[config.mk]
export PLATFORM = sky130hd
export DESIGN_NAME = coe_coefficient_file_parser
export DESIGN_NICKNAME = d
export VERILOG_FILES = /design/src/sv/cfp_pkg.sv /design/src/sv/cfp_front.sv /design/src/sv/cfp_parse.sv /design/src/sv/cfp_result_q.sv /design/src/sv/coe_coefficient_file_parser.sv
export SDC_FILE = /design/constraint.sdc
export NUM_CORES = 1
export LEC_CHECK = 0
export BUFFER_PORTS_ARGS = -buffer_cell sky130_fd_sc_hd__buf_2
export CORE_UTILIZATION = 58
export DETAILED_ROUTE_END_ITERATION = 16
export PLACE_DENSITY = 0.74
export SLEW_MARGIN = 25
export SYNTH_ARGS = -nofsm -noshare
export SYNTH_HDL_FRONTEND = slang
export SYNTH_HIERARCHICAL = 1
export SYNTH_SLANG_ARGS = --single-unit
[constraint.sdc]
create_clock -name clk -period 5.6 [get_ports clk]
set_input_delay 0.28 -clock clk [delete_from_list [all_inputs] [get_ports clk]]
set_output_delay 0.28 -clock clk [all_outputs]
set_load 0.1 [all_outputs]
[src/sv/cfp_pkg.sv]
// ----------------------------------------------------------------------------
// cfp_pkg
// Shared types, codes and keyword tables of the coefficient file parser.
// ----------------------------------------------------------------------------
package cfp_pkg;

  localparam int COEF_BITS          = 16;  // coefficient width
  localparam int SHOW_BITS          = 16;  // width of the reported count
  localparam int HDR_BITS           = 16;  // saturating header number
  localparam int COUNT_BITS_DEFAULT = 16;

  // line phases
  localparam logic [2:0] PH_START     = 3'd0;
  localparam logic [2:0] PH_NAME      = 3'd1;
  localparam logic [2:0] PH_NAME_TAIL = 3'd2;
  localparam logic [2:0] PH_HVALUE    = 3'd3;
  localparam logic [2:0] PH_SKIP      = 3'd4;
  localparam logic [2:0] PH_DLEAD     = 3'd5;
  localparam logic [2:0] PH_DATA      = 3'd6;

  localparam logic [1:0] RADIX_NONE = 2'd0;
  localparam logic [1:0] RADIX_BIN  = 2'd1;
  localparam logic [1:0] RADIX_DEC  = 2'd2;
  localparam logic [1:0] RADIX_HEX  = 2'd3;

  // result kinds; the error kinds double as the latched error code
  localparam logic [1:0] KIND_COEF   = 2'd0;
  localparam logic [1:0] KIND_END    = 2'd1;
  localparam logic [1:0] KIND_FORMAT = 2'd2;
  localparam logic [1:0] KIND_WIDTH  = 2'd3;
  localparam logic [1:0] ERR_NONE    = 2'd0;

  // keyword indexes (bit positions in the candidate mask)
  localparam logic [1:0] KW_RADIX = 2'd0;
  localparam logic [1:0] KW_WIDTH = 2'd1;
  localparam logic [1:0] KW_DATA  = 2'd2;

  localparam logic [255:0] KW_RADIX_TXT = 256'("radix");
  localparam logic [255:0] KW_WIDTH_TXT = 256'({"coefficient", "_width"});
  localparam logic [255:0] KW_DATA_TXT  = 256'("coefdata");

  typedef struct packed {
    logic       eof;
    logic [7:0] lc;        // character, lowercased
    logic       is_nl;
    logic       is_semi;
    logic       is_space;
    logic       is_tab;
    logic       is_comma;
    logic       is_eq;
    logic       is_dot;
    logic       is_minus;
    logic       is_e;      // lowercase e only
    logic       is_dec;
    logic       is_bin;
    logic       is_hex;
    logic [3:0] digit;
    logic       is_r;
    logic       is_c;
  } chr_cls_t;

  typedef struct packed {
    logic [1:0]           radix;
    logic                 data_started;
    logic [2:0]           phase;
    logic [4:0]           kw_pos;
    logic [2:0]           kw_cand;
    logic [COEF_BITS-1:0] acc;
    logic [HDR_BITS-1:0]  hdr;
    logic                 neg;
    logic                 dot;
    logic                 bad;
    logic                 expo;
    logic                 tok_pend;
    logic [1:0]           err;
  } prs_state_t;

  localparam prs_state_t PRS_RESET = '{
    radix: RADIX_NONE, data_started: 1'b0, phase: PH_START, kw_pos: 5'd0,
    kw_cand: 3'b111, acc: '0, hdr: '0, neg: 1'b0, dot: 1'b0, bad: 1'b0,
    expo: 1'b0, tok_pend: 1'b0, err: ERR_NONE};

  typedef struct packed {
    logic [1:0]           kind;
    logic [COEF_BITS-1:0] value;
    logic [SHOW_BITS-1:0] count;
    logic                 last;
  } res_t;

  function automatic logic [4:0] kw_len(input logic [1:0] k);
    logic [4:0] n;
    case (k)
      KW_RADIX: n = 5'd5;
      KW_WIDTH: n = 5'd17;
      KW_DATA:  n = 5'd8;
      default:  n = 5'd0;
    endcase
    return n;
  endfunction

  // character at position pos of keyword k (pos below its length)
  function automatic logic [7:0] kw_char(input logic [1:0] k, input logic [4:0] pos);
    logic [255:0] txt;
    logic [4:0]   idx;
    case (k)
      KW_RADIX: txt = KW_RADIX_TXT;
      KW_WIDTH: txt = KW_WIDTH_TXT;
      KW_DATA:  txt = KW_DATA_TXT;
      default:  txt = '0;
    endcase
    idx = kw_len(k) - 5'd1 - pos;
    return txt[{idx, 3'b000} +: 8];
  endfunction

endpackage

[src/sv/cfp_front.sv]
// ----------------------------------------------------------------------------
// cfp_front
// Accepts characters, decodes their class and queues them for the parser.
// ----------------------------------------------------------------------------
module cfp_front (
  input  logic              clk,
  input  logic              rst,
  input  logic              s_axis_tvalid,
  output logic              s_axis_tready,
  input  logic [7:0]        s_axis_tdata,   // char_code
  input  logic              s_axis_tlast,   // end_of_file
  output logic              out_valid,
  output cfp_pkg::chr_cls_t out_item,
  input  logic              out_take
);

  cfp_pkg::chr_cls_t cls;
  cfp_pkg::chr_cls_t entry [2];
  logic              wr_ptr;
  logic              rd_ptr;
  logic [1:0]        fill;
  logic              push;
  logic [7:0]        c;
  logic              upper;
  logic              hex_letter;

  always_comb begin
    c          = s_axis_tdata;
    upper      = (c >= 8'h41) && (c <= 8'h5a);
    hex_letter = ((c >= 8'h41) && (c <= 8'h46)) || ((c >= 8'h61) && (c <= 8'h66));
    cls.eof      = s_axis_tlast;
    cls.lc       = upper ? (c + 8'd32) : c;
    cls.is_nl    = (c == 8'h0a);
    cls.is_semi  = (c == 8'h3b);
    cls.is_space = (c == 8'h20);
    cls.is_tab   = (c == 8'h09);
    cls.is_comma = (c == 8'h2c);
    cls.is_eq    = (c == 8'h3d);
    cls.is_dot   = (c == 8'h2e);
    cls.is_minus = (c == 8'h2d);
    cls.is_e     = (c == 8'h65);
    cls.is_dec   = (c >= 8'h30) && (c <= 8'h39);
    cls.is_bin   = (c == 8'h30) || (c == 8'h31);
    cls.is_hex   = cls.is_dec || hex_letter;
    // digits carry their value in the low nibble, hex letters the low nibble plus nine
    cls.digit    = hex_letter ? (c[3:0] + 4'd9) : c[3:0];
    cls.is_r     = (cls.lc == 8'h72);
    cls.is_c     = (cls.lc == 8'h63);
  end

  assign s_axis_tready = (fill != 2'd2);
  assign push          = s_axis_tvalid && s_axis_tready;
  assign out_valid     = (fill != 2'd0);
  assign out_item      = entry[rd_ptr];

  always_ff @(posedge clk) begin
    if (push) begin
      entry[wr_ptr] <= cls;
    end
  end

  always_ff @(posedge clk) begin
    if (rst) begin
      wr_ptr <= 1'b0;
      rd_ptr <= 1'b0;
      fill   <= 2'd0;
    end else begin
      if (push) begin
        wr_ptr <= ~wr_ptr;
      end
      if (out_take) begin
        rd_ptr <= ~rd_ptr;
      end
      fill <= fill + {1'b0, push} - {1'b0, out_take};
    end
  end

endmodule

[src/sv/cfp_parse.sv]
// ----------------------------------------------------------------------------
// cfp_parse
// Line and token state machine: one classified character per cycle while
// the result queue has room, up to two results per character.
// ----------------------------------------------------------------------------
module cfp_parse #(
  parameter int COUNT_BITS = cfp_pkg::COUNT_BITS_DEFAULT
) (
  input  logic              clk,
  input  logic              rst,
  input  logic              in_valid,
  input  cfp_pkg::chr_cls_t in_item,
  output logic              in_take,
  input  logic              room,
  output logic [1:0]        push_n,
  output cfp_pkg::res_t     res0,
  output cfp_pkg::res_t     res1
);

  localparam int ShowBits = cfp_pkg::SHOW_BITS;
  localparam int CoefBits = cfp_pkg::COEF_BITS;
  localparam int WideBits = (COUNT_BITS > ShowBits) ? COUNT_BITS : ShowBits;

  cfp_pkg::prs_state_t   prs;
  cfp_pkg::prs_state_t   prs_next;
  logic [COUNT_BITS-1:0] emitted_count;
  logic [COUNT_BITS-1:0] emitted_count_next;

  cfp_pkg::prs_state_t   el;
  logic [COUNT_BITS-1:0] el_cnt;
  logic                  el_got;
  logic [CoefBits-1:0]   el_val;
  logic                  hv_ok;
  cfp_pkg::prs_state_t   dsrc;
  cfp_pkg::prs_state_t   dfed;
  logic [COUNT_BITS-1:0] comma_cnt;
  logic [2:0]            kw_hit;
  logic [2:0]            cand_kept;
  logic                  do_data;
  logic                  do_fin;
  cfp_pkg::chr_cls_t     it;

  function automatic cfp_pkg::prs_state_t clear_tok(input cfp_pkg::prs_state_t s);
    cfp_pkg::prs_state_t r;
    r          = s;
    r.acc      = '0;
    r.hdr      = '0;
    r.neg      = 1'b0;
    r.dot      = 1'b0;
    r.bad      = 1'b0;
    r.expo     = 1'b0;
    r.tok_pend = 1'b0;
    return r;
  endfunction

  function automatic logic [CoefBits-1:0] tok_val(input cfp_pkg::prs_state_t s);
    logic [CoefBits-1:0] v;
    v = s.acc;
    if (s.bad) begin
      v = '0;
    end else if (s.radix == cfp_pkg::RADIX_DEC && s.neg) begin
      v = -s.acc;
    end
    return v;
  endfunction

  function automatic logic [COUNT_BITS-1:0] cnt_inc(input logic [COUNT_BITS-1:0] n);
    return (n == '1) ? n : n + COUNT_BITS'(1);
  endfunction

  function automatic logic [ShowBits-1:0] show_count(input logic [COUNT_BITS-1:0] n);
    logic [WideBits-1:0] w;
    w = WideBits'(n);
    if (w > WideBits'({ShowBits{1'b1}})) begin
      return '1;
    end
    return w[ShowBits-1:0];
  endfunction

  // decimal number: integer part only, '-' anywhere, 'e' ends the value
  function automatic cfp_pkg::prs_state_t dec_feed(input cfp_pkg::prs_state_t s,
                                                   input cfp_pkg::chr_cls_t c,
                                                   input logic to_hdr);
    cfp_pkg::prs_state_t r;
    logic [cfp_pkg::HDR_BITS+3:0] n;
    r = s;
    n = ({4'd0, s.hdr} << 3) + ({4'd0, s.hdr} << 1) + (cfp_pkg::HDR_BITS + 4)'(c.digit);
    if (!(s.bad || s.expo || c.is_space)) begin
      if (c.is_dec) begin
        if (!s.dot) begin
          if (to_hdr) begin
            r.hdr = (n > (cfp_pkg::HDR_BITS + 4)'({cfp_pkg::HDR_BITS{1'b1}})) ? '1
                                                      : n[cfp_pkg::HDR_BITS-1:0];
          end else begin
            r.acc = (s.acc << 3) + (s.acc << 1) + CoefBits'(c.digit);
          end
        end
      end else if (c.is_dot && !s.dot) begin
        r.dot = 1'b1;
      end else if (c.is_minus) begin
        r.neg = 1'b1;
      end else if (c.is_e) begin
        r.expo = 1'b1;
      end else begin
        r.bad = 1'b1;
      end
    end
    return r;
  endfunction

  function automatic cfp_pkg::prs_state_t data_feed(input cfp_pkg::prs_state_t s,
                                                    input cfp_pkg::chr_cls_t c);
    cfp_pkg::prs_state_t r;
    r          = s;
    r.tok_pend = 1'b1;
    if (s.radix == cfp_pkg::RADIX_DEC) begin
      r = dec_feed(r, c, 1'b0);
    end else if (!(s.bad || c.is_space)) begin
      if (s.radix == cfp_pkg::RADIX_HEX) begin
        if (c.is_hex) begin
          r.acc = {s.acc[CoefBits-5:0], c.digit};
        end else begin
          r.bad = 1'b1;
        end
      end else if (c.is_bin) begin
        r.acc = {s.acc[CoefBits-2:0], c.digit[0]};
      end else begin
        r.bad = 1'b1;
      end
    end
    return r;
  endfunction

  assign it      = in_item;
  assign in_take = in_valid && room;

  // outcome of ending the current line, shared by newline, ';' and end of file
  always_comb begin
    el     = prs;
    el_cnt = emitted_count;
    el_got = 1'b0;
    el_val = tok_val(prs);
    hv_ok  = !prs.bad && !prs.neg;
    unique case (prs.phase)
      cfp_pkg::PH_NAME, cfp_pkg::PH_NAME_TAIL: el.err = cfp_pkg::KIND_FORMAT;
      cfp_pkg::PH_HVALUE: begin
        if (prs.kw_cand == 3'b001) begin
          if (hv_ok && prs.hdr == 16'd2) begin
            el.radix = cfp_pkg::RADIX_BIN;
          end else if (hv_ok && prs.hdr == 16'd10) begin
            el.radix = cfp_pkg::RADIX_DEC;
          end else if (hv_ok && prs.hdr == 16'd16) begin
            el.radix = cfp_pkg::RADIX_HEX;
          end else begin
            el.err = cfp_pkg::KIND_FORMAT;
          end
        end else if (!(hv_ok && prs.hdr == 16'd16)) begin
          el.err = cfp_pkg::KIND_WIDTH;
        end
      end
      cfp_pkg::PH_DATA: begin
        if (prs.tok_pend) begin
          el_got = 1'b1;
          el_cnt = cnt_inc(emitted_count);
        end
      end
      default: ;
    endcase
    el       = clear_tok(el);
    el.phase = cfp_pkg::PH_START;
  end

  // keyword match bookkeeping
  always_comb begin
    for (int k = 0; k < 3; k++) begin
      kw_hit[k]    = prs.kw_cand[k] && (prs.kw_pos == cfp_pkg::kw_len(2'(k)));
      cand_kept[k] = prs.kw_cand[k] && (prs.kw_pos < cfp_pkg::kw_len(2'(k))) &&
                     (it.lc == cfp_pkg::kw_char(2'(k), prs.kw_pos));
    end
  end

  // token source: a data line's first character starts from a cleared token
  always_comb begin
    dsrc       = clear_tok(prs);
    dsrc.phase = cfp_pkg::PH_DATA;
    if (prs.phase == cfp_pkg::PH_DATA) begin
      dsrc = prs;
    end
    dfed      = data_feed(dsrc, it);
    comma_cnt = cnt_inc(emitted_count);
  end

  always_comb begin
    prs_next           = prs;
    emitted_count_next = emitted_count;
    push_n             = 2'd0;
    res0               = '0;
    res1               = '0;
    do_data            = 1'b0;
    do_fin             = 1'b0;
    if (in_take) begin
      if (it.eof) begin
        if (prs.err != cfp_pkg::ERR_NONE) begin
          res0   = '{kind: prs.err, value: '0, count: show_count(emitted_count), last: 1'b1};
          push_n = 2'd1;
        end else if (el.err != cfp_pkg::ERR_NONE) begin
          res0   = '{kind: el.err, value: '0, count: show_count(el_cnt), last: 1'b1};
          push_n = 2'd1;
        end else if (el_got) begin
          res0   = '{kind: cfp_pkg::KIND_COEF, value: el_val, count: show_count(el_cnt),
                     last: 1'b0};
          res1   = '{kind: cfp_pkg::KIND_END, value: '0, count: show_count(el_cnt),
                     last: 1'b1};
          push_n = 2'd2;
        end else begin
          res0   = '{kind: cfp_pkg::KIND_END, value: '0, count: show_count(el_cnt),
                     last: 1'b1};
          push_n = 2'd1;
        end
        prs_next           = cfp_pkg::PRS_RESET;
        emitted_count_next = '0;
      end else if (prs.err == cfp_pkg::ERR_NONE) begin
        unique case (prs.phase)
          cfp_pkg::PH_START: begin
            if (it.is_space || it.is_tab || it.is_nl) begin
              prs_next = prs;
            end else if (it.is_semi) begin
              prs_next.phase = cfp_pkg::PH_SKIP;
            end else if (prs.data_started) begin
              do_data = 1'b1;
            end else begin
              prs_next.kw_pos = 5'd1;
              if (it.is_r) begin
                prs_next.kw_cand = 3'b001;
                prs_next.phase   = cfp_pkg::PH_NAME;
              end else if (it.is_c) begin
                prs_next.kw_cand = 3'b110;
                prs_next.phase   = cfp_pkg::PH_NAME;
              end else begin
                prs_next.phase = cfp_pkg::PH_SKIP;
              end
            end
          end
          cfp_pkg::PH_NAME, cfp_pkg::PH_NAME_TAIL: begin
            if (it.is_nl || it.is_semi) begin
              do_fin = 1'b1;
            end else if (it.is_eq) begin
              prs_next = clear_tok(prs);
              if (kw_hit[0]) begin
                prs_next.kw_cand = 3'b001;
                prs_next.phase   = cfp_pkg::PH_HVALUE;
              end else if (kw_hit[1]) begin
                prs_next.kw_cand = 3'b010;
                prs_next.phase   = cfp_pkg::PH_HVALUE;
              end else if (kw_hit[2]) begin
                prs_next.data_started = 1'b1;
                prs_next.phase        = cfp_pkg::PH_DLEAD;
              end else begin
                prs_next.phase = cfp_pkg::PH_SKIP;
              end
            end else if (it.is_space) begin
              prs_next.phase = cfp_pkg::PH_NAME_TAIL;
            end else if (prs.phase == cfp_pkg::PH_NAME_TAIL) begin
              // text after a blank inside the name: no keyword can match
              prs_next.kw_cand = 3'b000;
              prs_next.phase   = cfp_pkg::PH_NAME;
            end else begin
              prs_next.kw_cand = cand_kept;
              prs_next.kw_pos  = (prs.kw_pos == 5'd31) ? prs.kw_pos : prs.kw_pos + 5'd1;
            end
          end
          cfp_pkg::PH_HVALUE: begin
            if (it.is_nl || it.is_semi) begin
              do_fin = 1'b1;
            end else begin
              prs_next = dec_feed(prs, it, 1'b1);
            end
          end
          cfp_pkg::PH_DLEAD: begin
            if (it.is_space) begin
              prs_next = prs;
            end else if (it.is_nl) begin
              prs_next.phase = cfp_pkg::PH_START;
            end else if (it.is_semi) begin
              prs_next.phase = cfp_pkg::PH_SKIP;
            end else begin
              do_data = 1'b1;
            end
          end
          cfp_pkg::PH_DATA: do_data = 1'b1;
          default: begin
            if (it.is_nl) begin
              prs_next.phase = cfp_pkg::PH_START;
            end
          end
        endcase

        if (do_data) begin
          if (it.is_nl || it.is_semi) begin
            do_fin = 1'b1;
          end else if (it.is_comma) begin
            prs_next           = clear_tok(dsrc);
            emitted_count_next = comma_cnt;
            res0   = '{kind: cfp_pkg::KIND_COEF, value: tok_val(dsrc),
                       count: show_count(comma_cnt), last: 1'b1};
            push_n = 2'd1;
          end else begin
            prs_next = dfed;
          end
        end

        if (do_fin) begin
          prs_next           = el;
          emitted_count_next = el_cnt;
          if (it.is_semi) begin
            prs_next.phase = cfp_pkg::PH_SKIP;
          end
          if (el.err != cfp_pkg::ERR_NONE) begin
            res0   = '{kind: el.err, value: '0, count: show_count(el_cnt), last: 1'b1};
            push_n = 2'd1;
          end else if (el_got) begin
            res0   = '{kind: cfp_pkg::KIND_COEF, value: el_val, count: show_count(el_cnt),
                       last: 1'b1};
            push_n = 2'd1;
          end
        end
      end
    end
  end

  always_ff @(posedge clk) begin
    if (rst) begin
      prs           <= cfp_pkg::PRS_RESET;
      emitted_count <= '0;
    end else begin
      prs           <= prs_next;
      emitted_count <= emitted_count_next;
    end
  end

`ifndef SYNTH
  a_err_sticky: assert property (@(posedge clk) disable iff (rst)
    (prs.err != cfp_pkg::ERR_NONE && !(in_take && it.eof)) |=> (prs.err == $past(prs.err)))
    else $error("latched error changed before end of file");

  a_count_no_wrap: assert property (@(posedge clk) disable iff (rst)
    !(in_take && it.eof) |=> (emitted_count >= $past(emitted_count)))
    else $error("coefficient count went backwards");

  a_silent_after_err: assert property (@(posedge clk) disable iff (rst)
    (in_take && !it.eof && prs.err != cfp_pkg::ERR_NONE) |-> (push_n == 2'd0))
    else $error("result produced while an error is latched");

  a_pair_only_at_eof: assert property (@(posedge clk) disable iff (rst)
    (push_n == 2'd2) |-> (in_take && it.eof && res1.kind == cfp_pkg::KIND_END))
    else $error("two results outside end of file");
`endif

endmodule

[src/sv/cfp_result_q.sv]
// ----------------------------------------------------------------------------
// cfp_result_q
// Four-entry result queue, up to two writes per cycle, drives the output stream.
// ----------------------------------------------------------------------------
module cfp_result_q (
  input  logic          clk,
  input  logic          rst,
  input  logic [1:0]    push_n,
  input  cfp_pkg::res_t res0,
  input  cfp_pkg::res_t res1,
  output logic          room,
  output logic          m_axis_tvalid,
  input  logic          m_axis_tready,
  output logic [31:0]   m_axis_tdata,   // coef_value, coef_count
  output logic [1:0]    m_axis_tuser,   // kind
  output logic          m_axis_tlast    // last
);

  cfp_pkg::res_t entry [4];
  logic [1:0]    wr_ptr;
  logic [1:0]    rd_ptr;
  logic [2:0]    fill;
  logic          pop;
  cfp_pkg::res_t head;

  assign room          = (fill <= 3'd2);
  assign pop           = m_axis_tvalid && m_axis_tready;
  assign head          = entry[rd_ptr];
  assign m_axis_tvalid = (fill != 3'd0);
  assign m_axis_tdata  = {head.count, head.value};
  assign m_axis_tuser  = head.kind;
  assign m_axis_tlast  = head.last;

  always_ff @(posedge clk) begin
    if (push_n != 2'd0) begin
      entry[wr_ptr] <= res0;
    end
    if (push_n == 2'd2) begin
      entry[wr_ptr + 2'd1] <= res1;
    end
  end

  always_ff @(posedge clk) begin
    if (rst) begin
      wr_ptr <= 2'd0;
      rd_ptr <= 2'd0;
      fill   <= 3'd0;
    end else begin
      wr_ptr <= wr_ptr + push_n;
      if (pop) begin
        rd_ptr <= rd_ptr + 2'd1;
      end
      fill <= fill + {1'b0, push_n} - {2'b00, pop};
    end
  end

endmodule

[src/sv/coe_coefficient_file_parser.sv]
// ----------------------------------------------------------------------------
// coe_coefficient_file_parser
// Parses a coefficient text file streamed one character per transaction.
// ----------------------------------------------------------------------------
// Input stream: one ASCII character per transaction in s_axis_tdata; a
// transaction with s_axis_tlast high marks end of file (its data is ignored),
// flushes the last token and re-arms the parser for the next file.
// Output stream: results with the kind in m_axis_tuser (coefficient, end with
// count, format error, width error), coefficient and running count in
// m_axis_tdata, and m_axis_tlast on the final result of each character.
// Throughput: one character per cycle. The parser core takes one queued
// character per cycle while the four-entry result queue has two free slots.
// An accepted character passes the input queue register and then the result
// queue register before its result is offered. End of file with a pending
// token yields two results.
// Reset: rst clears both queues and returns the parser to its start state
// (no radix, header section, count zero). When the receiver stalls, results
// collect in the result queue until fewer than two slots are free, then
// characters collect in the two-entry input queue, and s_axis_tready drops.
// ----------------------------------------------------------------------------
module coe_coefficient_file_parser #(
  parameter int COUNT_BITS = cfp_pkg::COUNT_BITS_DEFAULT
) (
  input  logic        clk,
  input  logic        rst,
  input  logic        s_axis_tvalid,
  output logic        s_axis_tready,
  input  logic [7:0]  s_axis_tdata,   // char_code
  input  logic        s_axis_tlast,   // end_of_file
  output logic        m_axis_tvalid,
  input  logic        m_axis_tready,
  output logic [31:0] m_axis_tdata,   // coef_value [15:0], coef_count [31:16]
  output logic [1:0]  m_axis_tuser,   // kind
  output logic        m_axis_tlast    // last
);

  logic              item_valid;
  cfp_pkg::chr_cls_t item;
  logic              item_take;
  logic              room;
  logic [1:0]        push_n;
  cfp_pkg::res_t     res0;
  cfp_pkg::res_t     res1;

  cfp_front u_front (
    .clk           (clk),
    .rst           (rst),
    .s_axis_tvalid (s_axis_tvalid),
    .s_axis_tready (s_axis_tready),
    .s_axis_tdata  (s_axis_tdata),
    .s_axis_tlast  (s_axis_tlast),
    .out_valid     (item_valid),
    .out_item      (item),
    .out_take      (item_take)
  );

  cfp_parse #(
    .COUNT_BITS (COUNT_BITS)
  ) u_parse (
    .clk      (clk),
    .rst      (rst),
    .in_valid (item_valid),
    .in_item  (item),
    .in_take  (item_take),
    .room     (room),
    .push_n   (push_n),
    .res0     (res0),
    .res1     (res1)
  );

  cfp_result_q u_result_q (
    .clk           (clk),
    .rst           (rst),
    .push_n        (push_n),
    .res0          (res0),
    .res1          (res1),
    .room          (room),
    .m_axis_tvalid (m_axis_tvalid),
    .m_axis_tready (m_axis_tready),
    .m_axis_tdata  (m_axis_tdata),
    .m_axis_tuser  (m_axis_tuser),
    .m_axis_tlast  (m_axis_tlast)
  );

endmodule
==> results_dict.tcl <==
set metrics [dict create \
    yosysTopAreaCellShare_pct 30.57 \
    synth_area_leaders "edfxtp_1 31%, mux2_2 10%, dfxtp_1 8.7%" \
    first_pass_iters 5 \
    cts-root-buf "clkbuf_16" \
    crit_fanout 26 \
    cp_slowest_stage_delay_ns 0.82 \
    synthFlopType "edfxtp_1" \
    route.met3.wl_mm 2.891 \
    h-tree-depth 1 \
    ys_types 103 \
    slew_violations 0 \
    hold_viol_final 0 \
    slew-limit-headroom_pct 32.71 \
    postCtsHoldBufs 1 \
    cts_sinks 277 \
    top_layer "met4" \
    yosys_warnings 6 \
    totalWireLength_mm 47.29 \
    clock_skew_ns 0.01351 \
    antenna_found_initial 0 \
    crit_type "reg -> reg" \
    grt_overflow 0 \
    num_vias 15080 \
    wl_per_cell_um 20.06 \
    place_hpwl_mm 32.64 \
    ant_nets 0 \
    synth-seq-cells 277 \
    grt_max_degree 58 \
    final_area_um2 20570 \
    instances_no_fill 2358 \
    die_area_um2 33590 \
    clk_pin_slew_worst_paths_ns 0.06 \
    first_iter_violations 1331 \
    grt_usage_pct 28.12 \
    cts_buffer_depth 3 \
    final_cell_mix "194 x edfxtp_1, 185 x nor2_1, 169 x mux2_2" \
    initial_utilization_pct 58.73 \
    min_period_over_period_pct 86.77 \
    io_buffers 49 \
    tns_ns 0 \
    hold_path.class "in -> reg" \
    final_common_cell "edfxtp_1" \
    utilization_pct 63.39 \
    multiInputGateArea_um2 10860 \
    nets 2001 \
    endpoint_kind "flop" \
    fmax_mhz 205.8 \
    power_density_nw_per_um2 350.6 \
    critPathLaunchType "flop" \
    routed-wl-met2_mm 22.84 \
    dpl_cell_area_um2 19580 \
    die-width_um 183.3 \
    critPathSlowestCell "o21ai_4" \
    wl_met1_mm 20.68 \
    worstPathArrival_ns 5.11 \
    dp_cells 2304 \
    cp_cell_sequence "mux2_2, or4b_4, o211ai_2, nand3_2, a21oi_1, o21ai_0, nor2_1, o21bai_1, o21ai_4, buf_4" \
    leakagePower_uw 0.007757 \
    drv_cap 0 \
    cts_tree "done" \
    place.gp.congestion 0.9529 \
    synthCells 1904 \
    status "complete, no violations" \
    synthArstFlopShare_pct 0 \
    grt_pass1_wl_mm 77.00 \
    viasPerCell 6.395 \
    required_ns 5.85 \
    yosysTopAreaCell "edfxtp_1" \
    clock_latency_ns 0.56 \
    synth_edf_count 194 \
    cts_setup_buffers 0 \
    setup_viol_count_final 0 \
    core.rowCount 66 \
    finalCriticalPeriod_ns 4.859 \
    antenna_cells 0 \
    worst_pin_slew_ns 0.9963 \
    drive_gt1_share_pct 19.47 \
    drc 0 \
    vdd_drop_max_uv 278.0 \
    synth.cell_area_um2 19060 \
    seq_area_um2 7488 \
    cts-buffers-inserted 30 \
    pin_count 50 \
    syn2layout_area_growth_pct 7.937 \
    ys_seq_area_share_pct 39.28 \
    rsz0062_at_grt "false" \
    nFillCells 2607 \
    syn_avg_cell_area_um2 10.01 \
    grt_pass1_vias 14680 \
    cts_resized 0 \
    die_y_um 183.3 \
    coreArea_um2 32450 \
    hold_slack_ns 0.02991 \
]
registers in the layout (all words and copies together) (netlist names), named ones only:
name                   flops
u_front/entry             54
u_front/fill               2
u_front/rd_ptr             1
u_front/wr_ptr             1
u_parse/el                 9
u_parse/emitted_count     16
u_parse/prs               44
u_result_q/entry         140
u_result_q/fill            3
u_result_q/rd_ptr          2
u_result_q/wr_ptr          2
cell usage after synthesis (8+ instances only):
library cell	instances
edfxtp_1	194
nor2_1	188
mux2_2	169
a21oi_1	145
nand2_1	103
o21ai_0	103
ha_1	88
dfxtp_1	83
clkbuf_1	70
nor3_1	58
inv_1	42
nand3_1	41
mux4_2	35
xnor2_1	35
xor2_1	30
and2_1	29
buf_4	27
o22ai_1	25
a31oi_1	22
nor4_1	22
a211oi_1	21
buf_2	20
a22oi_1	18
nand2b_1	18
nor2b_1	17
o211ai_1	17
and3_1	16
buf_1	15
or3_1	15
nand4_1	12
a21o_1	11
o31ai_1	11
o21a_1	10
mux2i_1	9
a211o_1	8
nor3b_1	8
or2_2	8
layout make-up:
cell class,count,area share (%)
clock inverter,14,0.7298
timing repair buffer,80,2.530
sequential,277,36.40
inverter,44,0.8028
tap,442,2.688
clock buffer,39,4.063
multi-input combinational,1462,52.79
layer usage:
layer	global-route usage, %	up-vias
li1	-	7175
met1	38.21	7263
met3	3.415	68
met4	6.800	0
met2	47.80	573
met5	0	-
path summary, 6_finish.rpt:
check                                   start  cells after the start  slack (ns)                           endpoint
setup / recovery                         flop                     10        0.74  u_result_q/entry[0][16]$_DFFE_PP_
setup reg to reg                         flop                     10        0.74  u_result_q/entry[0][16]$_DFFE_PP_
hold reg to reg   u_front/rd_ptr$_SDFFE_PP0P_                      2        0.53        u_front/rd_ptr$_SDFFE_PP0P_
hold / removal                s_axis_tdata[0]                      1        0.03     u_front/entry[1][18]$_DFFE_PP_
report_power, final:
| group | total, µW | leakage [µW] | switching (µW) | internal [µW] |
|---|---|---|---|---|
| combinational | 2790 | 0.00479 | 1970 | 816 |
| clock | 1980 | 0.000481 | 795 | 1180 |
| sequential | 2450 | 0.00249 | 100 | 2350 |
| total | 7210 | 0.00776 | 2870 | 4340 |
through the flow:
stage	total power (µW)	setup slack (ns)
final	7212	0.7410
after global routing	7521	0.5306
after CTS	7211	0.8139
after detailed placement	5238	0.8115
after global placement	5201	0.9286
after floorplan	4686	0.4855
logic make-up after synthesis:
group	Yosys count	share of synthesized area, %
compound gates	479	16.03
simple gates	589	15.87
flops	277	39.28
buf+inv	181	4.425
other cells	1	0.01968
mux	216	14.79
fa+ha+maj	94	6.355
xor+xnor	67	3.230
worst max-delay path: cells and delay by family (launching register included):
| family | cells | cell delay [ns] |
|---|---|---|
| buffers and inverters | 1 | 0.33 |
| AO/OA/AOI/OAI | 5 | 1.71 |
| flip-flops | 1 | 0.48 |
| AND/OR/NAND/NOR | 3 | 1.52 |
| multiplexers | 1 | 0.49 |
No activity file was read; power rests on OpenSTA's default activity.
